===== src/rtl/nhe_pkg.sv =====
// types, constants and parity functions for the 512-byte nand hamming ecc unit
// no dependencies; used by nhe_check and nand_hamming_ecc_512_unit
`default_nettype none

package nhe_pkg;

  localparam int unsigned CODE_W  = 24;
  localparam int unsigned COL_W   = 7;
  localparam int unsigned LINE_W  = 9;
  localparam int unsigned PAIRS   = 12;
  localparam int unsigned ADDR_W  = 3;
  localparam int unsigned DATA_W  = 32;

  localparam logic [ADDR_W-1:0] REG_INVERT_CODE = 3'd0;

  typedef logic [1:0] status_t;
  localparam status_t ST_OK        = 2'd0;
  localparam status_t ST_CORRECTED = 2'd1;
  localparam status_t ST_UNCORR    = 2'd2;

  typedef struct packed {
    logic              mode;
    logic [7:0]        data_byte;
    logic              last_byte;
    logic [CODE_W-1:0] stored_ecc;
  } in_item_t;

  typedef struct packed {
    logic [CODE_W-1:0] computed_ecc;
    status_t           status;
    logic              data_fix;
    logic [8:0]        error_byte;
    logic [2:0]        error_bit;
  } out_item_t;

  // six column parities plus row parity in bit 6
  function automatic logic [COL_W-1:0] byte_code(input logic [7:0] v);
    logic [COL_W-1:0] c;
    c = '0;
    for (int b = 0; b < 8; b++) begin
      for (int k = 0; k < 3; k++) begin
        if (((b >> k) & 1) != 0) begin
          c[2*k+1] = c[2*k+1] ^ v[b];
        end else begin
          c[2*k] = c[2*k] ^ v[b];
        end
      end
      c[6] = c[6] ^ v[b];
    end
    return c;
  endfunction

  // expand line bits into pairs and append the column bits
  function automatic logic [CODE_W-1:0] build_code(input logic [COL_W-1:0] col,
                                                   input logic [LINE_W-1:0] lines);
    logic [CODE_W-1:0] code;
    code = '0;
    code[5:0] = col[5:0];
    for (int i = 0; i < LINE_W; i++) begin
      code[6+2*i]   = lines[i] ^ col[6];
      code[6+2*i+1] = lines[i];
    end
    return code;
  endfunction

endpackage

`default_nettype wire


===== src/rtl/nhe_check.sv =====
// final code assembly and comparison with the stored code for one block
// depends on nhe_pkg
`default_nettype none

module nhe_check (
  input  wire logic [nhe_pkg::COL_W-1:0]  col,
  input  wire logic [nhe_pkg::LINE_W-1:0] lines,
  input  wire logic                       invert,
  input  wire logic                       mode,
  input  wire logic [nhe_pkg::CODE_W-1:0] stored_ecc,
  output nhe_pkg::out_item_t              result
);

  logic [nhe_pkg::CODE_W-1:0] code;
  logic [nhe_pkg::CODE_W-1:0] diff;
  logic [4:0]                 ones;
  logic                       all_split;
  logic [nhe_pkg::PAIRS-1:0]  pos;

  always_comb begin
    code = nhe_pkg::build_code(col, lines);
    if (invert) begin
      code = ~code;
    end
    diff = code ^ stored_ecc;
    ones = 5'($countones(diff));
    all_split = 1'b1;
    for (int i = 0; i < nhe_pkg::PAIRS; i++) begin
      all_split = all_split & (diff[2*i] ^ diff[2*i+1]);
      pos[i]    = diff[2*i+1];
    end

    result              = '0;
    result.computed_ecc = code;
    if (mode) begin
      if (ones == 5'd0) begin
        result.status = nhe_pkg::ST_OK;
      end else if (ones == 5'd1) begin
        result.status = nhe_pkg::ST_CORRECTED;
      end else if (all_split) begin
        // data bit error: every pair differs in exactly one bit
        result.status     = nhe_pkg::ST_CORRECTED;
        result.data_fix   = 1'b1;
        result.error_byte = pos[11:3];
        result.error_bit  = pos[2:0];
      end else begin
        result.status = nhe_pkg::ST_UNCORR;
      end
    end
  end

endmodule

`default_nettype wire


===== src/rtl/nand_hamming_ecc_512_unit.sv =====
// nand hamming ecc unit: 24-bit code over a 512-byte block, one byte per item
// the result is registered and shown in the cycle after the last byte of a block is accepted
// throughput: one byte per cycle; parity update and code check fit between byte and result register
// a byte is taken while a result waits only if the result register frees in the same cycle
// reset clears parities, byte counter and result valid; invert_code resets to 1
// depends on nhe_pkg and nhe_check
`default_nettype none

module nand_hamming_ecc_512_unit (
  input  wire logic                               clk,
  input  wire logic                               rst,
  input  wire logic                               byte_valid,
  output logic                                    byte_ready,
  input  wire nhe_pkg::in_item_t                  byte_item,
  output logic                                    ecc_valid,
  input  wire logic                               ecc_ready,
  output nhe_pkg::out_item_t                      ecc_item,
  input  wire logic                               psel,
  input  wire logic                               penable,
  input  wire logic                               pwrite,
  input  wire logic [nhe_pkg::ADDR_W-1:0]         paddr,
  input  wire logic [nhe_pkg::DATA_W-1:0]         pwdata,
  output logic [nhe_pkg::DATA_W-1:0]              prdata,
  output logic                                    pready
);

  logic                        invert_code;
  logic [nhe_pkg::COL_W-1:0]   column_parity;
  logic [nhe_pkg::LINE_W-1:0]  line_parity;
  logic [8:0]                  byte_count;
  logic [nhe_pkg::COL_W-1:0]   column_parity_next;
  logic [nhe_pkg::LINE_W-1:0]  line_parity_next;
  logic [nhe_pkg::COL_W-1:0]   code_of_byte;
  logic                        byte_fire;
  nhe_pkg::out_item_t          result;

  assign pready     = 1'b1;
  assign byte_ready = !ecc_valid || ecc_ready;
  assign byte_fire  = byte_valid && byte_ready;

  // config register
  always_ff @(posedge clk) begin
    if (rst) begin
      invert_code <= 1'b1;
    end else if (psel && penable && pwrite && paddr == nhe_pkg::REG_INVERT_CODE) begin
      invert_code <= pwdata[0];
    end
  end

  always_comb begin
    prdata = '0;
    if (paddr == nhe_pkg::REG_INVERT_CODE) begin
      prdata[0] = invert_code;
    end
  end

  // parity accumulation
  always_comb begin
    code_of_byte       = nhe_pkg::byte_code(byte_item.data_byte);
    column_parity_next = column_parity ^ code_of_byte;
    line_parity_next   = line_parity;
    if (code_of_byte[6]) begin
      line_parity_next = line_parity ^ byte_count;
    end
  end

  nhe_check u_check (
    .col        (column_parity_next),
    .lines      (line_parity_next),
    .invert     (invert_code),
    .mode       (byte_item.mode),
    .stored_ecc (byte_item.stored_ecc),
    .result     (result)
  );

  always_ff @(posedge clk) begin
    if (rst) begin
      column_parity <= '0;
      line_parity   <= '0;
      byte_count    <= '0;
    end else if (byte_fire) begin
      if (byte_item.last_byte) begin
        column_parity <= '0;
        line_parity   <= '0;
        byte_count    <= '0;
      end else begin
        column_parity <= column_parity_next;
        line_parity   <= line_parity_next;
        byte_count    <= byte_count + 9'd1;
      end
    end
  end

  // result register
  always_ff @(posedge clk) begin
    if (rst) begin
      ecc_valid <= 1'b0;
    end else if (byte_fire && byte_item.last_byte) begin
      ecc_valid <= 1'b1;
    end else if (ecc_ready) begin
      ecc_valid <= 1'b0;
    end
  end

  always_ff @(posedge clk) begin
    if (byte_fire && byte_item.last_byte) begin
      ecc_item <= result;
    end
  end

  a_clear_after_last: assert property (@(posedge clk) disable iff (rst)
    byte_fire && byte_item.last_byte |=> byte_count == 9'd0 && column_parity == '0
      && line_parity == '0)
    else $error("block state not cleared after last byte");

  a_count_step: assert property (@(posedge clk) disable iff (rst)
    byte_fire && !byte_item.last_byte |=> byte_count == $past(byte_count) + 9'd1)
    else $error("byte counter did not advance");

  a_result_shown: assert property (@(posedge clk) disable iff (rst)
    byte_fire && byte_item.last_byte |=> ecc_valid)
    else $error("no result after last byte");

  a_gen_mode_clean: assert property (@(posedge clk) disable iff (rst)
    byte_fire && byte_item.last_byte && !byte_item.mode |=>
      ecc_item.status == nhe_pkg::ST_OK && !ecc_item.data_fix)
    else $error("status set in generate mode");

  a_fix_only_corrected: assert property (@(posedge clk) disable iff (rst)
    ecc_valid && ecc_item.data_fix |-> ecc_item.status == nhe_pkg::ST_CORRECTED)
    else $error("data fix without corrected status");

endmodule

`default_nettype wire


===== config.mk =====
export PLATFORM = sky130hd
export DESIGN_NAME = nand_hamming_ecc_512_unit
export DESIGN_NICKNAME = d
export VERILOG_FILES = /design/src/rtl/nhe_pkg.sv /design/src/rtl/nhe_check.sv /design/src/rtl/nand_hamming_ecc_512_unit.sv
export SDC_FILE = /design/constraint.sdc
export NUM_CORES = 1
export LEC_CHECK = 0
export BUFFER_PORTS_ARGS = -buffer_cell sky130_fd_sc_hd__buf_4
export CAP_MARGIN = 15
export CORE_UTILIZATION = 55
export CTS_CLUSTER_SIZE = 24
export DETAILED_ROUTE_END_ITERATION = 10
export GPL_ROUTABILITY_DRIVEN = 0
export MAX_ROUTING_LAYER = met4
export PLACE_DENSITY_LB_ADDON = 0.3
export SLEW_MARGIN = 20
export SYNTH_ARGS = -nofsm -noshare
export SYNTH_HDL_FRONTEND = slang
export SYNTH_SLANG_ARGS = --single-unit
export TNS_END_PERCENT = 50

===== constraint.sdc =====
create_clock -name clk -period 13 [get_ports clk]
set_input_delay 2.6 -clock clk [delete_from_list [all_inputs] [get_ports clk]]
set_output_delay 2.6 -clock clk [all_outputs]
set_load 0.02 [all_outputs]

==> summary.txt, run 1 <==
Timing
  – Post-route clock period utilization: 70.7%
  – Final setup fails: 0
  – Slew margin rel.: approximately a quarter
  – RSZ-0062 raised after global routing: no
  – Hold Violations, Final: 0
  – FMAX: 0.109 GHz
  – Fin Clk Skew: between 5 and 6 ps
  – Minimum clock period: between 9000 and 10000 ps
  – Setup TNS: 0 ps
  – Worst-margin pin slew: roughly 1100 ps
  – Slew Viols, Final: 0

Setup path
  – Worst endpoint required time: about 13000 ps
  – Setup crit end: ecc_item[5]
  – R2r setup slk: around 5700 ps
  – Crit Path Class: input pin to flip-flop
  – Worst-path fanout max: 19
  – Reg2Reg Depth: 18
  – Reg2reg start: invert_code
  – Crit path launch: byte_item[30]
  – R2R Path End: ecc_item[5]
  – Setup crit start kind: input pin
  – WP data arrival: roughly 9300 ps
  – CP Capture Type: flip-flop

Synth
  – Synthesized flop and latch total: 66
  – Synth warnings: 0
  – Post-synth EDFFs: 39
  – Fraction of registers with async set/reset: 0%
  – Post-Syn Area: approximately 4500 µm²
  – Ys flop type: edfxtp_1
  – Syn Inst Count: just over 400
  – Synth unique cells: 34
  – Seq/Total Area, Yosys: 38.1%
  – Syn_area_per_cell: ~11 µm²

Detailed routing
  – DRT antenna net count: 0
  – DR vias: about 3100
  – Drt pass-1 iters: 4
  – DRC: 0
  – Vias per std cell: ~5
  – WL final: approximately 9000 µm
  – Iter 0 DRT Violations: about 140
  – WL/cell: approximately 15 µm

Floorplanning
  – Starting Density: 57.5%
  – Die W: just over 90 µm
  – Core area: a little under 8000 µm²
  – Row cnt: 32
  – Die Height: about 92 µm
  – Die Area: between 8000 and 9000 µm²
  – I/O pin cnt: 150

Clocking
  – CTS tree: done
  – CTS Hold Bufs: 0
  – CTS buffer count: 9
  – Post-CTS Setup Bufs: 0
  – Number of clock sinks: 66
  – Clock insertion delay at the later pin of the skew report: about 350 ps
  – CTS resizes: 0
  – # H-tree levels: 3
  – Root Driver: clkbuf_8
  – CTS clk-pin slew, worst paths: ~70 ps
  – CTS max path bufs: 2

Placed design
  – Number of buffers inserted by port buffering: 86
  – DP Wirelength: 6780 µm
  – Post-placement cell count: approximately 600

Finish
  – Fillers: around 600
  – Synth-to-Final Area Change: 17.6%
  – Final core utilization: roughly two thirds
  – Most frequent cells in the layout: 87 x buf_4, 48 x xnor2_1, 39 x edfxtp_1
  – Fin cells: about 600
  – Multi-input gate area: ~2500 µm²
  – Ant diodes: 0
  – Layout cell share with drive strength beyond 1: 21.2%
  – Most common cell after layout, fill and taps aside: buf_4
  – Final net count: 610
  – Register area: about 1700 µm²

Global route
  – Vias in the first global route: just over 3000
  – Total GRT Usage: 23.5%
  – Grt ovf: 0
  – Initial antenna violation count: 0
  – Largest net degree at the start of global routing: 41
  – Global-route wire length before repair: about 15000 µm

Job
  – Max_cap viols: 0

Worst hold path
  – Tightest Hold Check Type: flip-flop to flip-flop
  – Worst hold start: column_parity[4]

Run status
  – Status: finished, final reports clean
## registers in the layout, summed over array words and instances (netlist names)
register	flops
ecc_valid	1
line_parity	9
byte_count	9
ecc_item	39
invert_code	1
column_parity	7
## cell families (layout without fill, tap and decap cells)
family          count (synthesis)  count (layout)  share of synthesized area (%)
compound gates                 48              48                           5.57
buf+inv                        67             126                           8.36
xor+xnor                       96              96                           23.1
other cells                     2              32                          0.167
flops                          66              66                           38.1
simple gates                   93              93                           10.5
mux                             2               2                          0.446
fa+ha+maj                      38              38                           13.8
## layout make-up
cell class / count / share of cell area, %
Multi-Input combinational cell: 309 / 47.8
Timing Repair Buffer: 87 / 12.4
Clock buffer: 12 / 2.56
Inverter: 23 / 1.63
Tap cell: 102 / 2.42
Sequential cell: 66 / 32.4
Clock inverter: 4 / 0.829
## how the worst min path moves through the flow
| stage | to | cells after the start |
|---|---|---|
| 3_5_place_dp | column_parity[2] | 2 |
| 6_report | column_parity[4] | 2 |
| 3_3_place_gp | column_parity[4] | 2 |
| 2_1_floorplan | column_parity[4] | 2 |
| 4_1_cts | column_parity[4] | 2 |
| 5_1_grt | column_parity[4] | 2 |
## per-layer routing
| metal | part of all wire (%) | up-vias | global-route usage (%) |
|---|---|---|---|
| li1 | - | 1474 | - |
| met1 | 41 | 1463 | 29.1 |
| met2 | 50 | 125 | 38.4 |
| met3 | 6.1 | 19 | 2.87 |
| met4 | 2.9 | 0 | 11.3 |
| met5 | 0 | - | - |
## synthesized netlist by cell type, types with 11 or more instances
cell	n	area [µm²]
fa_1	19	380
dfxtp_1	27	541
o21ai_0	16	80.1
ha_1	19	238
nand2_1	16	60.1
buf_4	33	248
xor2_1	34	298
nor2_1	29	109
or3_1	12	75.1
a21oi_1	28	140
xnor2_1	48	420
nor2b_1	11	68.8
edfxtp_1	39	1170
inv_1	23	86.3
## critical path, stage by stage
cell	delay [ps]
buf_4	120
xnor2_1	350
xnor2_4	180
xnor2_4	510
nand2_1	250
xor3_1	460
ha_1	370
fa_1	550
inv_1	60
fa_1	440
fa_1	500
fa_1	550
inv_1	60
fa_1	480
ha_1	240
fa_1	390
xor2_1	190
or4_1	530
nand3_1	370
nor2b_1	100
## stage by stage
stage / worst slack [ps] / hold slack [ps] / area, µm²
after global placement: 3600 / 482 / 5090
after global routing: 3440 / 531 / 5280
after floorplan: 4360 / 470 / 4600
final: 3800 / 505 / 5280
after CTS: 3810 / 513 / 5280
after detailed placement: 3500 / 499 / 5100
Power of run 1 is not shown: default switching activity piles up to over one toggle a cycle in this logic, so the estimate is an artifact.
==> run 2: changes to the inputs <==
ABC_AREA = 1   (was unset)
CORE_UTILIZATION = 53   (was 55)
clock period = 9.3 ns   (was 13 ns; I/O delays follow)
==> run 2 against run 1 <==
First-iteration DRC count grew 30%. Clock skew grew 3.8 ps. Global-route usage grew 0.051 points. Critical endpoint is now ecc_item[0]. Die area grew 14%. Via count grew 26%. Register-to-register slack lost 3200 ps. Flip-flop and latch count is the same. Critical path depth grew 10. Non-clock buffer count grew 1. Area after synthesis grew 10%. Core utilization shrank 2.9 points. Cell count grew 25%.
==> summary.txt, run 2 <==
Detailed routing
  – Drt pass-1 iters: 6
  – Iter 0 DRT Violations: approximately 190
  – DR vias: 3875
  – WL/cell: approximately 14 µm
  – DRT antenna net count: 0
  – DRC: 0
  – Vias per std cell: approximately 5.2
  – WL final: around 11000 µm

Global route
  – Initial antenna violation count: 0
  – Total GRT Usage: around a quarter
  – Global-route wire length before repair: between 15000 and 20000 µm
  – Vias in the first global route: roughly 3700
  – Grt ovf: 0
  – Largest net degree at the start of global routing: 40

Setup path
  – Crit Path Class: input pin to flip-flop
  – Worst endpoint required time: ~9500 ps
  – Crit path largest cell delay: 550 ps
  – Most common cell on crit path: fa_1
  – Slowest cell on crit path: fa_1
  – CP Capture Type: flip-flop
  – WP data arrival: roughly 8600 ps
  – Worst-path fanout max: 17
  – Setup crit start kind: input pin

Finish
  – Design Area, Final: ~5800 µm²
  – Synth-to-Final Area Change: 16.0%
  – Final net count: approximately 750
  – Ant diodes: 0
  – Layout cell share with drive strength beyond 1: a little over a fifth
  – Final core utilization: 64.7%
  – Most frequent cells in the layout: 100 x nand2_1, 87 x buf_4, 81 x inv_1
  – Max reg flops: 39
  – Most common cell after layout, fill and taps aside: nand2_1
  – Most flops, register: ecc_item
  – Biggest regs: ecc_item (39), byte_count (9), line_parity (9)

Synth
  – Biggest area consumer among synthesized cells: edfxtp_1
  – Synth top area cells: edfxtp_1 24%, dfxtp_1 11%, fa_1 7.7%
  – Synthesized flop and latch total: 66
  – Synth unique cells: 31
  – Syn_area_per_cell: 8.89 µm²
  – Syn Inst Count: ~560
  – Seq/Total Area, Yosys: 34.5%
  – Ys flop type: edfxtp_1
  – Synth top cells by count: 100 x nand2_1, 81 x inv_1, 53 x nand3_1, 39 x edfxtp_1, 32 x buf_4
  – Post-synth EDFFs: 39
  – Most common cell in the netlist: nand2_1
  – Synth warnings: 0
  – Post-Syn Area: about 5000 µm²
  – Fraction of registers with async set/reset: 0%
  – Share of the synthesized area in the top cell type: 23.6%

Timing
  – FMAX: around 0.12 GHz
  – Setup WS post-layout: roughly 870 ps
  – Fin Clk Skew: a little under 10 ps
  – RSZ-0062 raised after global routing: no
  – Setup TNS: 0 ps
  – Final setup fails: 0
  – Worst-margin pin slew: approximately 870 ps
  – Slew Viols, Final: 0
  – Post-route clock period utilization: between 90% and 100%
  – Minimum clock period: around 8400 ps
  – Slew margin rel.: between 40% and 50%
  – Hold Violations, Final: 0

Placed design
  – Placed cell areas: around 5500 µm²
  – Number of buffers inserted by port buffering: 86
  – Pre-CTS setup slack: 545 ps
  – DP Wirelength: 7970 µm

Floorplanning
  – Starting Density: between 50 and 60%
  – Die Height: approximately 99 µm
  – Core area: approximately 8900 µm²
  – I/O pin cnt: 150
  – Die Area: 9750 µm²
  – Row cnt: 34
  – Die W: about 99 µm

Power
  – Power density over the cells: 416 nW/µm²
  – Final Total Pwr: ~2.4 mW
  – Worst VDD drop: between 0.0006 and 0.0007 V
  – P_leak: about 2.8 nW

Worst hold path
  – Tightest Hold Check Type: flip-flop to flip-flop

Clocking
  – Number of clock sinks: 66
  – CTS Hold Bufs: 0
  – Post-CTS Setup Bufs: 0
  – Root Driver: clkbuf_8
  – CTS max path bufs: 2
  – CTS buffer count: 9
  – CTS tree: done
  – CTS resizes: 0
  – CTS clk-pin slew, worst paths: approximately 80 ps
  – Clock insertion delay at the later pin of the skew report: between 300 and 400 ps
  – # H-tree levels: 3

Job
  – Max_cap viols: 0

Run status
  – Status: finished, final reports clean
-- run 2: cell types whose count changed in the layout (fill, tap and decap cells not counted), sizes merged, moves of 6 or more --
| cell | change |
|---|---|
| nor2 | -9 |
| o21ai | -9 |
| or3 | -12 |
| xnor3 | +9 |
| nor2b | -11 |
| nand3 | +61 |
| nand3b | +11 |
| xor2 | -6 |
| xor3 | -9 |
| nand2 | +98 |
| inv | +63 |
| xnor2 | -37 |
-- run 2: cell type report --
type,instances,area (µm²)
Tap cell,108,135
Timing Repair Buffer,88,681
Clock buffer,10,149
Sequential cell,66,1710
Multi-Input combinational cell,389,2700
Fill cell,752,3140
Clock inverter,6,62.6
Inverter,85,319
-- run 2: logic make-up (layout without fill, tap and decap cells) --
kind of cell / after synthesis / in the layout / share of synthesized area (%)
AO/OA/AOI/OAI: 33 / 33 / 3.40
adder cells (fa/ha/maj): 38 / 38 / 12.5
XOR/XNOR: 53 / 53 / 11.9
AND/OR/NAND/NOR: 233 / 233 / 24.0
flip-flops: 66 / 66 / 34.5
other: 2 / 32 / 0.151
buffers and inverters: 133 / 189 / 13.6
-- run 2: worst paths after layout --
kind,start,endpoint,slack [ps],depth (start not counted)
min reg2reg,column_parity[2],column_parity[2],480,2
max reg2reg,invert_code,ecc_item[0],2510,19
min,column_parity[2],column_parity[2],480,2
max,byte_item[26],ecc_item[0],870,30
-- run 2: per-layer routing --
metal	vias up	global-route usage [%]	wire length [µm]
met3	24	2.27	568
met5	-	-	0
met4	0	11.1	265
met1	1800	29.3	4470
met2	157	38.7	5260
li1	1894	-	-
-- run 2: metrics by stage --
step                std cells  hold slack [ps]
global placement          735              464
CTS                       751              483
finish                    752              483
global route              752              513
detailed placement        735              473
floorplan                 588              451
-- run 2: worst max-delay path: cells and delay by family --
| family | cells | cell delay, ps |
|---|---|---|
| adders and majority gates | 8 | 3490 |
| buffers and inverters | 6 | 430 |
| and+or+nand+nor | 16 | 2810 |
-- run 2: report_power, final --
| group | switching [mW] | leakage [nW] | internal (mW) |
|---|---|---|---|
| sequential | 0.00881 | 0.578 | 0.354 |
| clock | 0.121 | 0.109 | 0.140 |
| combinational | 1.01 | 2.12 | 0.757 |
| total | 1.14 | 2.81 | 1.25 |
Note: power is estimated with default switching activity, not from simulation.
==> run 3: changes to the inputs <==
CELL_PAD_IN_SITES_DETAIL_PLACEMENT = 0   (was unset)
CELL_PAD_IN_SITES_GLOBAL_PLACEMENT = 1   (was unset)
CORE_UTILIZATION = 39   (was 53)
==> run 3 against run 2 <==
Sequential power is essentially flat. Core utilization shrank 16 points. Design area grew 2.5%. Highest routed layer unchanged. Cell count grew 8.1%. Via count shrank 2.5%. Critical endpoint is now ecc_item[7]. Hold slack lost 6.3 ps. Power grew 2.8%. Critical path depth shrank 1. Die area grew 35%. Global-route usage shrank 5.3 points. Clock-buffer cell count grew 1.
==> summary.txt, run 3 (synthesis gave the netlist of run 2 again) <==
Run status
  – Status: finished, final reports clean

Detailed routing
  – Drt pass-1 iters: 5
  – WL/cell: 13.4 µm
  – Iter 0 DRT Violations: ~220
  – DR vias: 3778
  – Vias per std cell: roughly 4.6
  – WL final: around 11000 µm
  – DRT antenna net count: 0
  – DRC: 0

Finish
  – Final net count: roughly 750
  – Multi-input gate area: between 2000 and 3000 µm²
  – Synth-to-Final Area Change: 18.9%
  – Most frequent cells in the layout: 100 x nand2_1, 88 x buf_4, 81 x inv_1
  – Max reg flops: 39
  – Biggest regs: ecc_item (39), byte_count (9), line_parity (9)
  – Fillers: ~1200
  – Most flops, register: ecc_item
  – Register area: 1710 µm²
  – Ant diodes: 0
  – Most common cell after layout, fill and taps aside: nand2_1
  – Layout cell share with drive strength beyond 1: around 22%
  – Fin cells: 813

Power
  – P_leak: around 2.8 nW
  – Final Total Pwr: 2.46 mW
  – Power density over the cells: between 400 and 500 nW/µm²
  – Worst VDD drop: 0.000570 V

Clocking
  – CTS max path bufs: 2
  – # H-tree levels: 3
  – CTS Hold Bufs: 0
  – Clock insertion delay at the later pin of the skew report: 340 ps
  – CTS clk-pin slew, worst paths: approximately 50 ps
  – CTS resizes: 0
  – Post-CTS Setup Bufs: 0
  – Number of clock sinks: 66
  – CTS buffer count: 9
  – CTS tree: done
  – Root Driver: clkbuf_16

Global route
  – Largest net degree at the start of global routing: 40
  – Vias in the first global route: 3579
  – Global-route wire length before repair: 17500 µm
  – Total GRT Usage: between 15 and 20%
  – Initial antenna violation count: 0
  – Grt ovf: 0

Setup path
  – Setup crit start kind: input pin
  – Worst endpoint required time: approximately 9400 ps
  – CP Capture Type: flip-flop
  – Crit Path Class: input pin to flip-flop
  – WP data arrival: ~8500 ps
  – Crit path largest cell delay: 560 ps
  – Worst-path fanout max: 17
  – Most common cell on crit path: fa_1
  – Slowest cell on crit path: fa_1

Timing
  – RSZ-0062 raised after global routing: no
  – Hold Violations, Final: 0
  – FMAX: 0.118 GHz
  – Slew Viols, Final: 0
  – Final setup fails: 0
  – Post-route clock period utilization: about nine tenths
  – Minimum clock period: between 8000 and 9000 ps
  – Worst-margin pin slew: a little under 900 ps
  – Setup TNS: 0 ps
  – Slew margin rel.: 40.6%
  – Fin Clk Skew: between 8 and 9 ps

Placed design
  – Post-placement cell count: 796
  – DP Wirelength: approximately 8300 µm
  – Number of buffers inserted by port buffering: 86

Worst hold path
  – Tightest Hold Check Type: flip-flop to flip-flop

Job
  – Max_cap viols: 0

Floorplanning
  – Row cnt: 40
  – Core area: between 10000 and 15000 µm²
  – Die Height: roughly 110 µm
  – I/O pin cnt: 150
  – Die Area: approximately 13000 µm²
  – Starting Density: about 41%
  – Die W: between 100 and 150 µm
==> run 3: through the flow <==
step                      instance area [µm²]  hold slack, ps  utilization, %  setup WS (ps)
after global placement                   5600             464            45.8            593
after global routing                     5900             507            48.3            303
final                                    5900             477            48.3            831
after floorplan                          5070             451               -           1560
after CTS                                5880             477            48.1            761
after detailed placement                 5600             468            45.8            442
==> run 3: critical path, delay by kind of cell <==
family / cells / cell delay [ps]
and+or+nand+nor: 15 / 2690
adders and majority gates: 8 / 3550
buffers and inverters: 6 / 430
==> run 3: power breakdown <==
part	internal (mW)	leakage (nW)	switching (mW)
Clock	0.195	0.140	0.128
Sequential	0.355	0.578	0.00853
Combinational	0.763	2.12	1.01
==> run 3: area by class of cell <==
class	instances	area share [%]
Multi-Input combinational cell	389	45.7
Timing Repair Buffer	89	11.5
Clock buffer	11	4.31
Clock inverter	5	0.467
Inverter	85	5.41
Sequential cell	66	29.0
Tap cell	168	3.56
==> run 3: worst paths after layout <==
check | startpoint | end | cells past startpoint | slack, ps
max | byte_item[26] | ecc_item[7] | 29 | 830
min | column_parity[3] | column_parity[3] | 2 | 480
max reg2reg | invert_code | ecc_item[7] | 21 | 2540
min reg2reg | column_parity[3] | column_parity[3] | 2 | 480
==> run 3: layer usage <==
metal  track usage [%]  vias to the layer above  routed length (µm)
met3              2.42                       19                 524
met5                 -                        -                   0
met4              7.71                        0                 255
met1              23.4                     1743                4980
li1                  -                     1896                   -
met2              29.0                      120                5130
